--- src/rtl/ttge_ram.sv ---
module ttge_ram #(
	parameter int WIDTH = 8,
	parameter int DEPTH = 16
) (
	input  logic                     clk,
	input  logic                     we,
	input  logic [$clog2(DEPTH)-1:0] waddr,
	input  logic [WIDTH-1:0]         wdata,
	input  logic [$clog2(DEPTH)-1:0] raddr,
	output logic [WIDTH-1:0]         rdata
);

	logic [WIDTH-1:0] mem [DEPTH];

	always_ff @(posedge clk) begin
		if (we) begin
			mem[waddr] <= wdata;
		end
		rdata <= mem[raddr];
	end

endmodule

--- config.mk ---
export PLATFORM = sky130hd
export DESIGN_NAME = ttge_ram
export DESIGN_NICKNAME = d
export VERILOG_FILES = /design/src/rtl/ttge_ram.sv
export SDC_FILE = /design/constraint.sdc
export NUM_CORES = 1
export LEC_CHECK = 0
export BUFFER_PORTS_ARGS = -buffer_cell sky130_fd_sc_hd__buf_2
export CELL_PAD_IN_SITES_DETAIL_PLACEMENT = 0
export CELL_PAD_IN_SITES_GLOBAL_PLACEMENT = 1
export CORE_AREA = 8 8 95 162
export CTS_CLUSTER_SIZE = 25
export DETAILED_ROUTE_END_ITERATION = 16
export DIE_AREA = 0 0 103 170
export PLACE_DENSITY_LB_ADDON = 0.1
export SLEW_MARGIN = 30
export SYNTH_ARGS = -nofsm -noshare
export SYNTH_HDL_FRONTEND = slang
export SYNTH_SLANG_ARGS = --single-unit
export TNS_END_PERCENT = 1
--- constraint.sdc ---
create_clock -name clk -period 2.4 [get_ports clk]
set_input_delay 0.24 -clock clk [delete_from_list [all_inputs] [get_ports clk]]
set_output_delay 0.24 -clock clk [all_outputs]
set_load 0.02 [all_outputs]
==> out/results.env, run 1 <==
ANT_NETS=0
DETAILEDPLACEMENTHPWL_MM=7.39
CTS-HTREE-LEVELS=4
PORTBUFFERS=25
POST-ROUTE-UTIL_PCT=47.3
MAX-SLEW-MARGIN-REL_PCT=45.9
SYNTH_SEQ_CELLS=136
FIN_SETUP_TNS_NS=0
TOTAL_OF_ENDPOINTS_WITH_NEGATIVE_SETUP_SLACK_IN_THE_FINAL_REPORT=0
CAP_VIOL_MAX_COUNT=0
LARGEST_DRIVER_FANOUT_ON_THE_CRITICAL_PATH=5
FINISH.NET_COUNT=300
REPORT.FINAL.HOLD_VIOL_COUNT=0
PEAKVDDDROP_V=0.000464
CRITICAL_PATH.STARTPOINT_TYPE='primary input'
P_LEAK_nW=2.12
OUTCOME='finished, final reports clean'
CLK_SLEW_ON_WORST_S_H_PATHS_NS=0.06
POST_SYNTH.CELL_AREA_AVG_UM2=22.5
FINAL_MIN_PERIOD_OVER_CLOCK_PERIOD_PCT=57.1
PWR_DENSITY_CELL_nW_PER_UM2=935
FMAX_MHz=730
SYNTH-WARNING-COUNT=0
LAYOUT.AREA.SEQ_UM2=4000
FIN_TOTAL_PWR_W=0.00583
END_KIND='register'
TIMING.HOLD.WORST.CLASS='in -> reg'
WIRE_PER_INST_UM=23.4
CLOCK_LATENCY_NS=0.42
GRT_OVERFLOW_TOTAL=0
GP_CONGESTION=0.753
FILLER_CELL_COUNT=1147
SYNTHCELLS=229
CTS_INSERTED_BUFFERS=17
PERIOD_MINUS_SLACK_NS=1.37
RSZ0062_AT_GRT='false'
GRT_FIRST_PASS_WIRELENGTH_MM=16.5
FINAL-MAX-SLEW-VIOLATION-COUNT=0
ROWS=56
SLOWEST_DELAY_NS=0.51
CTS.SINK_COUNT=136
CHIPWIDTH_UM=103
NUMBER_OF_DISTINCT_LIBRARY_CELL_VARIANTS_IN_THE_GATE_LEVEL_NETLIST_AFTER_SYNTHESIS=19
POST_CTS_RESIZE_COUNT=0
REQUIRED_NS=2.52
POST_ROUTE_CELLS_DRIVE_ABOVE_1_SHARE_PCT=31.2
CTS_HOLD_REPAIR.BUFFERS=0
DRT_ITER0_DRC=126
RRSETUPSLACK_NS=1.04
HOLD-WORST-SLACK_NS=0.208
AREA_TAKEN_BY_MULTI_INPUT_LOGIC_GATES_UM2=1060
PLACEABLECOREAREA_UM2=13200
IO-PIN-COUNT=26
TRACK_USAGE_PCT=13.8
DRT_PRE_ANTENNA_ITERS=4
TRITONCTS='yes'
INITIAL_UTIL_PCT=39.1
TIMING.CRITICAL_PATH.ARRIVAL_NS=1.49
POSTCTSSETUPREPAIRBUFS=0
SYN_NETS=247
FLOORPLAN.DIE_AREA_UM2=17500
TIGHTESTPINTRANSITION_NS=0.810
CHIPHEIGHT_UM=170
SETUP_CRIT_PATH_KIND='in -> reg'
CLK_ROOT_BUFFER_CELL='sky130_fd_sc_hd__clkbuf_16'
GRT_PASS1_VIAS=2657
ROUTED_VIA_DENSITY=5.11
NUMBER_OF_ANTENNA_VIOLATIONS_AT_THE_FIRST_CHECK_IN_GLOBAL_ROUTING=0
VIAS=2398
WORST_CLK_SKEW_NS=0.0113
SYN2LAYOUT_AREA_GROWTH_PCT=21.1
CRIT_PATH_TOP_DELAY_CELL='sky130_fd_sc_hd__or3b_2'
DRT-TOTAL-WL_MM=11.0
CLK_PATH_BUF_DEPTH=2
DIODES=0
SYNTH.CELL_AREA_UM2=5150
SEQ_AREA_FRAC_SYNTH_PCT=77.8
DRT_DRC_VIOLATIONS_LEFT=0
CRIT_PATH_CELL_TRACE='buf_2 > or3b_2 > nor2_1 > buf_4'
GRT_MAX_DEGREE=33
==> logic make-up after synthesis <==
| kind of cell | share of synthesized area (%) |
|---|---|
| flops | 77.8 |
| simple gates | 3.18 |
| mux | 15.0 |
| compound gates | 2.33 |
| buf+inv | 1.68 |
==> layout by cell type (no fill, tap or decap), drive strengths merged <==
cell type  instances
nand3              1
nand2b             2
edfxtp           128
clkbuf            19
nor2b              1
nand3b             2
clkinvlp           3
and2               1
and2b              1
a22oi             16
clkinv             4
nor3               4
bufinv             6
nor2              13
mux4              32
buf               44
or3b               1
dfxtp              8
nand2              9
==> final timing paths <==
check / from / to / cells after the start
setup / recovery: waddr[2] / mem[2][2]$_DFFE_PP_ / 4
hold / removal: wdata[0] / mem[4][0]$_DFFE_PP_ / 1
setup reg to reg: mem[8][1]$_DFFE_PP_ / rdata[1]$_DFF_P_ / 3
hold reg to reg: mem[14][2]$_DFFE_PP_ / rdata[2]$_DFF_P_ / 3
==> power breakdown <==
part / switching [W] / internal [W] / leakage [nW]
clock: 0.000946 / 0.00194 / 0.311
combinational: 0.000158 / 0.000106 / 0.581
sequential: 0.0000173 / 0.00266 / 1.22
==> worst max-delay path, delay by kind of cell <==
family                 cells  cell delay (ns)
buffers and inverters      2             0.36
AND/OR/NAND/NOR            2             0.89
==> registers in the layout (all words and copies together), names as in the netlist <==
name and flops:
mem 128, rdata 8
==> cell type report <==
class	instances	area share (%)
clock buffers	19	6.94
clock inverters	13	3.67
multi-input cells	83	17.0
flip-flops and latches	136	64.2
well taps	174	3.49
repair buffers	44	4.70
==> synthesized netlist by cell type (all sizes together) <==
| master | n | area share, % |
|---|---|---|
| nand3 | 1 | 0.097 |
| nor2 | 13 | 0.95 |
| a22oi | 16 | 2.3 |
| dfxtp | 8 | 3.1 |
| mux4 | 32 | 15 |
| and2 | 1 | 0.12 |
| nand2 | 9 | 0.66 |
| and2b | 1 | 0.15 |
| nand2b | 2 | 0.24 |
| nor3 | 4 | 0.39 |
| nor2b | 1 | 0.12 |
| clkdlybuf4s25 | 3 | 0.58 |
| edfxtp | 128 | 75 |
| nand3b | 2 | 0.29 |
| or3b | 1 | 0.17 |
| buf | 7 | 1.1 |
==> layer usage <==
metal  global-route usage [%]  up-vias  share of wire (%)
li1                         -     1084                  -
met1                     15.8     1244                 41
met2                     23.5       65                 54
met3                     3.72        5                3.8
met4                     5.64        0               0.83
met5                        0        -                  0
==> metrics by stage <==
| stage | setup slack [ns] | cells | cell area [um^2] |
|---|---|---|---|
| 4_1_cts | 1.01 | 469 | 6230 |
| 2_1_floorplan | 0.667 | 229 | 5150 |
| 3_5_place_dp | 0.579 | 437 | 5570 |
| 3_3_place_gp | 0.591 | 437 | 5570 |
| 6_report | 1.03 | 469 | 6230 |
| 5_1_grt | 0.962 | 469 | 6230 |
(Power assumes the default switching activity.)
==> inputs of run 2 (changes only) <==
clock period = 1.42 ns   (was 2.4 ns; I/O delays follow)
==> out/results.env, run 2 (synthesized netlist as in run 1, its figures left out) <==
PEAKVDDDROP_V=0.000722  # +56%
CELLINTERNALPOWER_W=0.00777  # +65%
DRT_DRC_VIOLATIONS_LEFT=0  # unchanged
PORTBUFFERS=25  # unchanged
PWR_DENSITY_CELL_nW_PER_UM2=1530  # +63%
TOTAL_OF_ENDPOINTS_WITH_NEGATIVE_SETUP_SLACK_IN_THE_FINAL_REPORT=0  # unchanged
P_LEAK_nW=2.18  # +3.0%
RSZ0062_AT_GRT='false'
ROUTED_VIA_DENSITY=5.14  # +0.44%
TIGHTESTPINTRANSITION_NS=0.827  # +0.0169 ns
CLK_SLEW_ON_WORST_S_H_PATHS_NS=0.06  # about the same
DRT_PRE_ANTENNA_ITERS=4  # unchanged
SYN2LAYOUT_AREA_GROWTH_PCT=22.9
FIN_SETUP_TNS_NS=0  # unchanged
GRT_MAX_DEGREE=24  # -27%
GRT_OVERFLOW_TOTAL=0  # unchanged
OUTCOME='finished, final reports clean'
LARGEST_REGISTER_FF_COUNT=128  # unchanged
GRT_FIRST_PASS_WIRELENGTH_MM=16.0  # -3.3%
PERIOD_MINUS_SLACK_NS=1.33
FMAX_MHz=752
TIMING.HOLD.WORST.CLASS='in -> reg'
BIGGESTREGSBYFLOPS='mem: 128 flops, rdata: 8 flops'
MAX-SLEW-MARGIN-REL_PCT=44.7  # -1.2 points
IO-PIN-COUNT=26  # unchanged
GP_CONGESTION=0.763  # +1.3%
CTS_INSERTED_BUFFERS=17  # unchanged
CLK_ROOT_BUFFER_CELL='sky130_fd_sc_hd__clkbuf_16'
NUMBER_OF_ANTENNA_VIOLATIONS_AT_THE_FIRST_CHECK_IN_GLOBAL_ROUTING=0  # unchanged
PLACEABLECOREAREA_UM2=13200  # unchanged
WORST_CLK_SKEW_NS=0.00351  # -0.00782 ns
RRSETUPSLACK_NS=0.09  # -0.95 ns
SEQ_POWER_SHARE_PCT=46.8  # +0.9 points
TRITONCTS='yes'
TRACK_USAGE_PCT=13.2  # -0.56 points
POWER_SWITCHING_SHARE_PCT=19.5  # +0.23 points
CTS_HOLD_REPAIR.BUFFERS=0  # unchanged
FINAL-MAX-SLEW-VIOLATION-COUNT=0  # unchanged
CLK_PATH_BUF_DEPTH=2  # unchanged
WIRE_PER_INST_UM=21.8  # -6.9%
CLOCK_POWER_SHARE_PCT=48.3  # -1.3 points
REPORT.FINAL.HOLD_VIOL_COUNT=0  # unchanged
SETUP_CRIT_PATH_KIND='reg -> reg'
CRIT_PATH_TOP_DELAY_CELL='sky130_fd_sc_hd__mux4_1'
FINAL_MIN_PERIOD_OVER_CLOCK_PERIOD_PCT=93.7
TOP_REGISTER='mem'
CHIPWIDTH_UM=103  # unchanged
CHIPHEIGHT_UM=170  # unchanged
LAYOUT_COMMONEST_CELL='sky130_fd_sc_hd__edfxtp_1'
DRT_ITER0_DRC=74  # -41%
FIN_AREA_UM2=6330  # +1.5%
FIN_TOTAL_PWR_W=0.00965  # +66%
INITIAL_UTIL_PCT=39.1  # unchanged
HOLD-WORST-SLACK_NS=0.110  # -0.0980 ns
POST_DP_CELL_AREA_UM2=5680  # +1.9%
POST_ROUTE_CELLS_DRIVE_ABOVE_1_SHARE_PCT=35.1  # +3.9 points
SLOWEST_DELAY_NS=0.50  # about the same
GRT_PASS1_VIAS=2730  # +2.7%
ANT_NETS=0  # unchanged
FLOORPLAN.DIE_AREA_UM2=17500  # unchanged
CLOCK_LATENCY_NS=0.41  # about the same
DRT-TOTAL-WL_MM=10.4  # -4.9%
CRIT_PATH_CELL_TRACE='mux4_1 > a22oi_1 > nand2_1'
P_SWITCHING_W=0.00188  # +68%
TIMING.CRITICAL_PATH.ARRIVAL_NS=1.63  # +0.14 ns
WORST_HOLD_PATH.NUM_CELLS=1  # unchanged
ROWS=56  # unchanged
R2R.WORST_PATH.CELLS=3  # unchanged
VIAS=2460  # +2.6%
CTS.SINK_COUNT=136  # unchanged
FINISH.NET_COUNT=310  # +3.3%
DIODES=0  # unchanged
LAYOUT_COMMON_CELLS='sky130_fd_sc_hd__edfxtp_1, sky130_fd_sc_hd__buf_2, sky130_fd_sc_hd__buf_4, sky130_fd_sc_hd__mux4_2, sky130_fd_sc_hd__clkbuf_16'
LARGEST_DRIVER_FANOUT_ON_THE_CRITICAL_PATH=1  # -4
REQUIRED_NS=1.72  # -0.80 ns
SHARE_COMB_OF_TOTAL_POWER_PCT=4.9  # +0.4 points
CTS-HTREE-LEVELS=4  # unchanged
DETAILEDPLACEMENTHPWL_MM=7.20  # -2.5%
END_KIND='register'
CRITICAL_PATH.STARTPOINT_TYPE='register'
CAP_VIOL_MAX_COUNT=0  # unchanged
-- run 2: cell count changes in the layout (fill, tap and decap cells not counted), sizes merged --
cell / previous run / this run
clkbuf: 19 / 21
buf: 44 / 54
inv: 0 / 1
clkinvlp: 3 / 1
clkinv: 4 / 5
bufinv: 6 / 4
-- run 2: path summary, 6_finish.rpt --
check / startpoint / endpoint
max: mem[1][1]$_DFFE_PP_ / rdata[1]$_DFF_P_
min: wdata[2] / mem[4][2]$_DFFE_PP_
max reg2reg: mem[1][1]$_DFFE_PP_ / rdata[1]$_DFF_P_
min reg2reg: mem[14][3]$_DFFE_PP_ / rdata[3]$_DFF_P_
-- run 2: metrics by stage --
step | cells | setup WS (ns) | utilization, %
2_1_floorplan | 229 | 0.0119 | -
3_5_place_dp | 447 | -0.123 | 43.1
4_1_cts | 479 | 0.0526 | 47.9
5_1_grt | 479 | 0.0121 | 48.0
6_report | 479 | 0.0899 | 48.0
3_3_place_gp | 447 | -0.137 | 43.1
-- run 2: timing repair --
| action | 4_1_cts | 5_1_grt |
|---|---|---|
| setup endpoints to repair | 0 | 2 |
| gates resized for setup | 0 | 2 |
| buffers inserted | 0 | 0 |
-- run 2: critical path: cells and delay by family (launching register included) --
family	cells	cell delay, ns
flip-flops	1	0.35
AND/OR/NAND/NOR	1	0.08
AO/OA/AOI/OAI	1	0.29
multiplexers	1	0.50
-- run 2: power by group through the flow --
| stage | Clock (W) | Combinational (W) | Sequential (W) |
|---|---|---|---|
| floorplan | 0 | 0.000228 | 0.00462 |
| global placement | 0 | 0.000470 | 0.00460 |
| detailed placement | 0 | 0.000479 | 0.00460 |
| CTS | 0.00478 | 0.000479 | 0.00452 |
| global route | 0.00492 | 0.000512 | 0.00452 |
| finish | 0.00466 | 0.000469 | 0.00452 |
-- run 2: area by class of cell --
type / instances / area (um^2)
Clock buffer: 21 / 470
Clock inverter: 11 / 169
Fill cell: 1171 / 6850
Multi-Input combinational cell: 83 / 1070
Sequential cell: 136 / 4000
Tap cell: 174 / 218
Timing Repair Buffer: 54 / 393
-- run 2: routing by layer --
metal  track usage [%]  part of all wire (%)  vias to the layer above
met5                 0                     0                        -
met4              6.59                   2.2                        0
met3              3.48                   3.4                       17
met2              23.5                    56                       55
met1              13.9                    38                     1288
li1                  -                     -                     1100
==> inputs of run 3 (changes only) <==
GPL_TIMING_DRIVEN = 0   (was not set)
==> out/results.env, run 3 (synthesized netlist as in run 1, its figures left out) <==
OUTCOME='finished, violations left'
VIOLATIONS_IN_THE_FINAL_REPORTS='negative setup slack'
REPORT.FINAL.HOLD_VIOL_COUNT=0  # unchanged
CLK_ROOT_BUFFER_CELL='sky130_fd_sc_hd__clkbuf_16'
GRT_MAX_DEGREE=17  # -29%
PORTBUFFERS=24  # -4.0%
FLOORPLAN.DIE_AREA_UM2=17500  # unchanged
LAYOUT_COMMON_CELLS='sky130_fd_sc_hd__edfxtp_1, sky130_fd_sc_hd__buf_2, sky130_fd_sc_hd__mux4_2, sky130_fd_sc_hd__clkbuf_16'
FINAL-MAX-SLEW-VIOLATION-COUNT=0  # unchanged
GRT_PASS1_VIAS=2589  # -5.2%
TRACK_USAGE_PCT=13.4  # +0.14 points
SYN2LAYOUT_AREA_GROWTH_PCT=17.7
CHIPWIDTH_UM=103  # unchanged
DETAILEDPLACEMENTHPWL_MM=7.13  # -1.1%
CLOCK_LATENCY_NS=0.41  # about the same
GRT_OVERFLOW_TOTAL=0  # unchanged
TIMING.HOLD.WORST.CLASS='in -> reg'
DRT_DRC_VIOLATIONS_LEFT=0  # unchanged
PEAKVDDDROP_V=0.000820  # +14%
GP_CONGESTION=0.752  # -1.4%
POST-PLACE-CELLS=428  # -4.3%
FINISH.NET_COUNT=291  # -6.1%
LAYOUT_COMMONEST_CELL='sky130_fd_sc_hd__edfxtp_1'
CTS-HTREE-LEVELS=4  # unchanged
LARGEST_DRIVER_FANOUT_ON_THE_CRITICAL_PATH=8  # +7
ROUTED_VIA_DENSITY=5.11  # -0.44%
SETUP_CRIT_PATH_KIND='in -> reg'
RSZ0062_AT_GRT='true'
PWR_DENSITY_CELL_nW_PER_UM2=1460  # -4.0%
IO-PIN-COUNT=26  # unchanged
TIGHTESTPINTRANSITION_NS=0.825  # -0.00195 ns
CHIPHEIGHT_UM=170  # unchanged
CTS_INSERTED_BUFFERS=17  # unchanged
POST_ROUTE_CELLS_DRIVE_ABOVE_1_SHARE_PCT=31.5  # -3.6 points
DIODES=0  # unchanged
REQUIRED_NS=1.45  # -0.27 ns
FIN_TOTAL_PWR_W=0.00887  # -8.1%
CTS.SINK_COUNT=136  # unchanged
WIRE_PER_INST_UM=23.4  # +7.3%
DRT-TOTAL-WL_MM=10.8  # +3.0%
FINAL_CELL_COUNT_NO_FILL=460  # -4.0%
CLK_PATH_BUF_DEPTH=2  # unchanged
CLK_SLEW_ON_WORST_S_H_PATHS_NS=0.06  # about the same
DRT_ITER0_DRC=147  # +99%
DRT_PRE_ANTENNA_ITERS=4  # unchanged
ANT_NETS=0  # unchanged
END_KIND='register'
BIGGESTREGSBYFLOPS='mem: 128 flops, rdata: 8 flops'
ROWS=56  # unchanged
TRITONCTS='yes'
INITIAL_UTIL_PCT=39.1  # unchanged
POST-ROUTE-UTIL_PCT=46.0  # -2.0 points
PLACEABLECOREAREA_UM2=13200  # unchanged
VIAS=2352  # -4.4%
MAX-SLEW-MARGIN-REL_PCT=44.8  # +0.13 points
NUMBER_OF_ANTENNA_VIOLATIONS_AT_THE_FIRST_CHECK_IN_GLOBAL_ROUTING=0  # unchanged
FMAX_MHz=702  # -6.6%
FINAL_MIN_PERIOD_OVER_CLOCK_PERIOD_PCT=100  # +6.6 points
POSTCTSSETUPREPAIRBUFS=0  # unchanged
TIMING.CRITICAL_PATH.ARRIVAL_NS=1.45  # -0.18 ns
P_LEAK_nW=1.99  # -8.6%
PERIOD_MINUS_SLACK_NS=1.42  # +0.0940 ns
SETUP_SLACK_NS=-0.00410  # -0.0940 ns
WORST_CLK_SKEW_NS=0.00555  # +0.00205 ns
CAP_VIOL_MAX_COUNT=0  # unchanged
TOP_REGISTER='mem'
TOTAL_OF_ENDPOINTS_WITH_NEGATIVE_SETUP_SLACK_IN_THE_FINAL_REPORT=6  # +6
GRT_FIRST_PASS_WIRELENGTH_MM=15.8  # -1.0%
LARGEST_REGISTER_FF_COUNT=128  # unchanged
CRITICAL_PATH.STARTPOINT_TYPE='primary input'
-- run 3: cell types whose count changed in the layout (fill, tap and decap cells not counted), sizes merged --
cell           delta
buf              -22
bufinv            -3
clkdlybuf4s25     +3
clkinv            +2
clkbuf            +1
clkinvlp          +1
inv               -1
-- run 3: final timing paths --
path | start | to | slack, ns | depth (start not counted)
setup reg to reg | mem[11][0]$_DFFE_PP_ | rdata[0]$_DFF_P_ | 0.05 | 3
hold reg to reg | mem[8][6]$_DFFE_PP_ | rdata[6]$_DFF_P_ | 0.69 | 3
hold / removal | wdata[4] | mem[2][4]$_DFFE_PP_ | 0.14 | 1
setup / recovery | waddr[2] | mem[3][0]$_DFFE_PP_ | -0.004 | 3
-- run 3: layout make-up --
type	count	area, um^2
Clock buffer	22	444
Fill cell	1193	7120
Tap cell	174	218
Sequential cell	136	4000
Clock inverter	10	80.1
Buffer	10	86.3
Multi-Input combinational cell	83	1100
Timing Repair Buffer	25	128
-- run 3: worst max-delay path: stages --
cell and delay [ns]:
sky130_fd_sc_hd__buf_2 0.12, sky130_fd_sc_hd__or3b_2 0.53, sky130_fd_sc_hd__nor2_1 0.66
-- run 3: power by group --
group | leakage, nW | internal [W] | total [W] | switching, W
clock | 0.250 | 0.00238 | 0.00388 | 0.00150
combinational | 0.518 | 0.000185 | 0.000483 | 0.000298
sequential | 1.22 | 0.00449 | 0.00451 | 0.0000188
-- run 3: repair_timing --
item,in CTS,in global routing
gates cloned,0,0
hold buffers,0,0
endpoints found under the setup margin,26,29
gates resized for setup,3,5
-- run 3: stage by stage --
step                      TNS [ns]  setup WS [ns]  hold WS (ns)  instance area [um^2]
after global routing         -1.26        -0.0568         0.139                  6060
final                      -0.0178       -0.00410         0.143                  6060
after floorplan                  0         0.0119         0.241                  5150
after detailed placement    -28.41         -0.486         0.555                  5510
after global placement      -41.03         -0.616         0.545                  5490
after CTS                   -0.515        -0.0359         0.126                  6050
-- run 3: per-layer routing --
layer  track usage (%)  vias up  wire, um
li1                  -     1060         -
met1              15.6     1230      4440
met2              22.5       52      5730
met3              2.95       10       402
met4              6.59        0       179
met5                 0        -         0
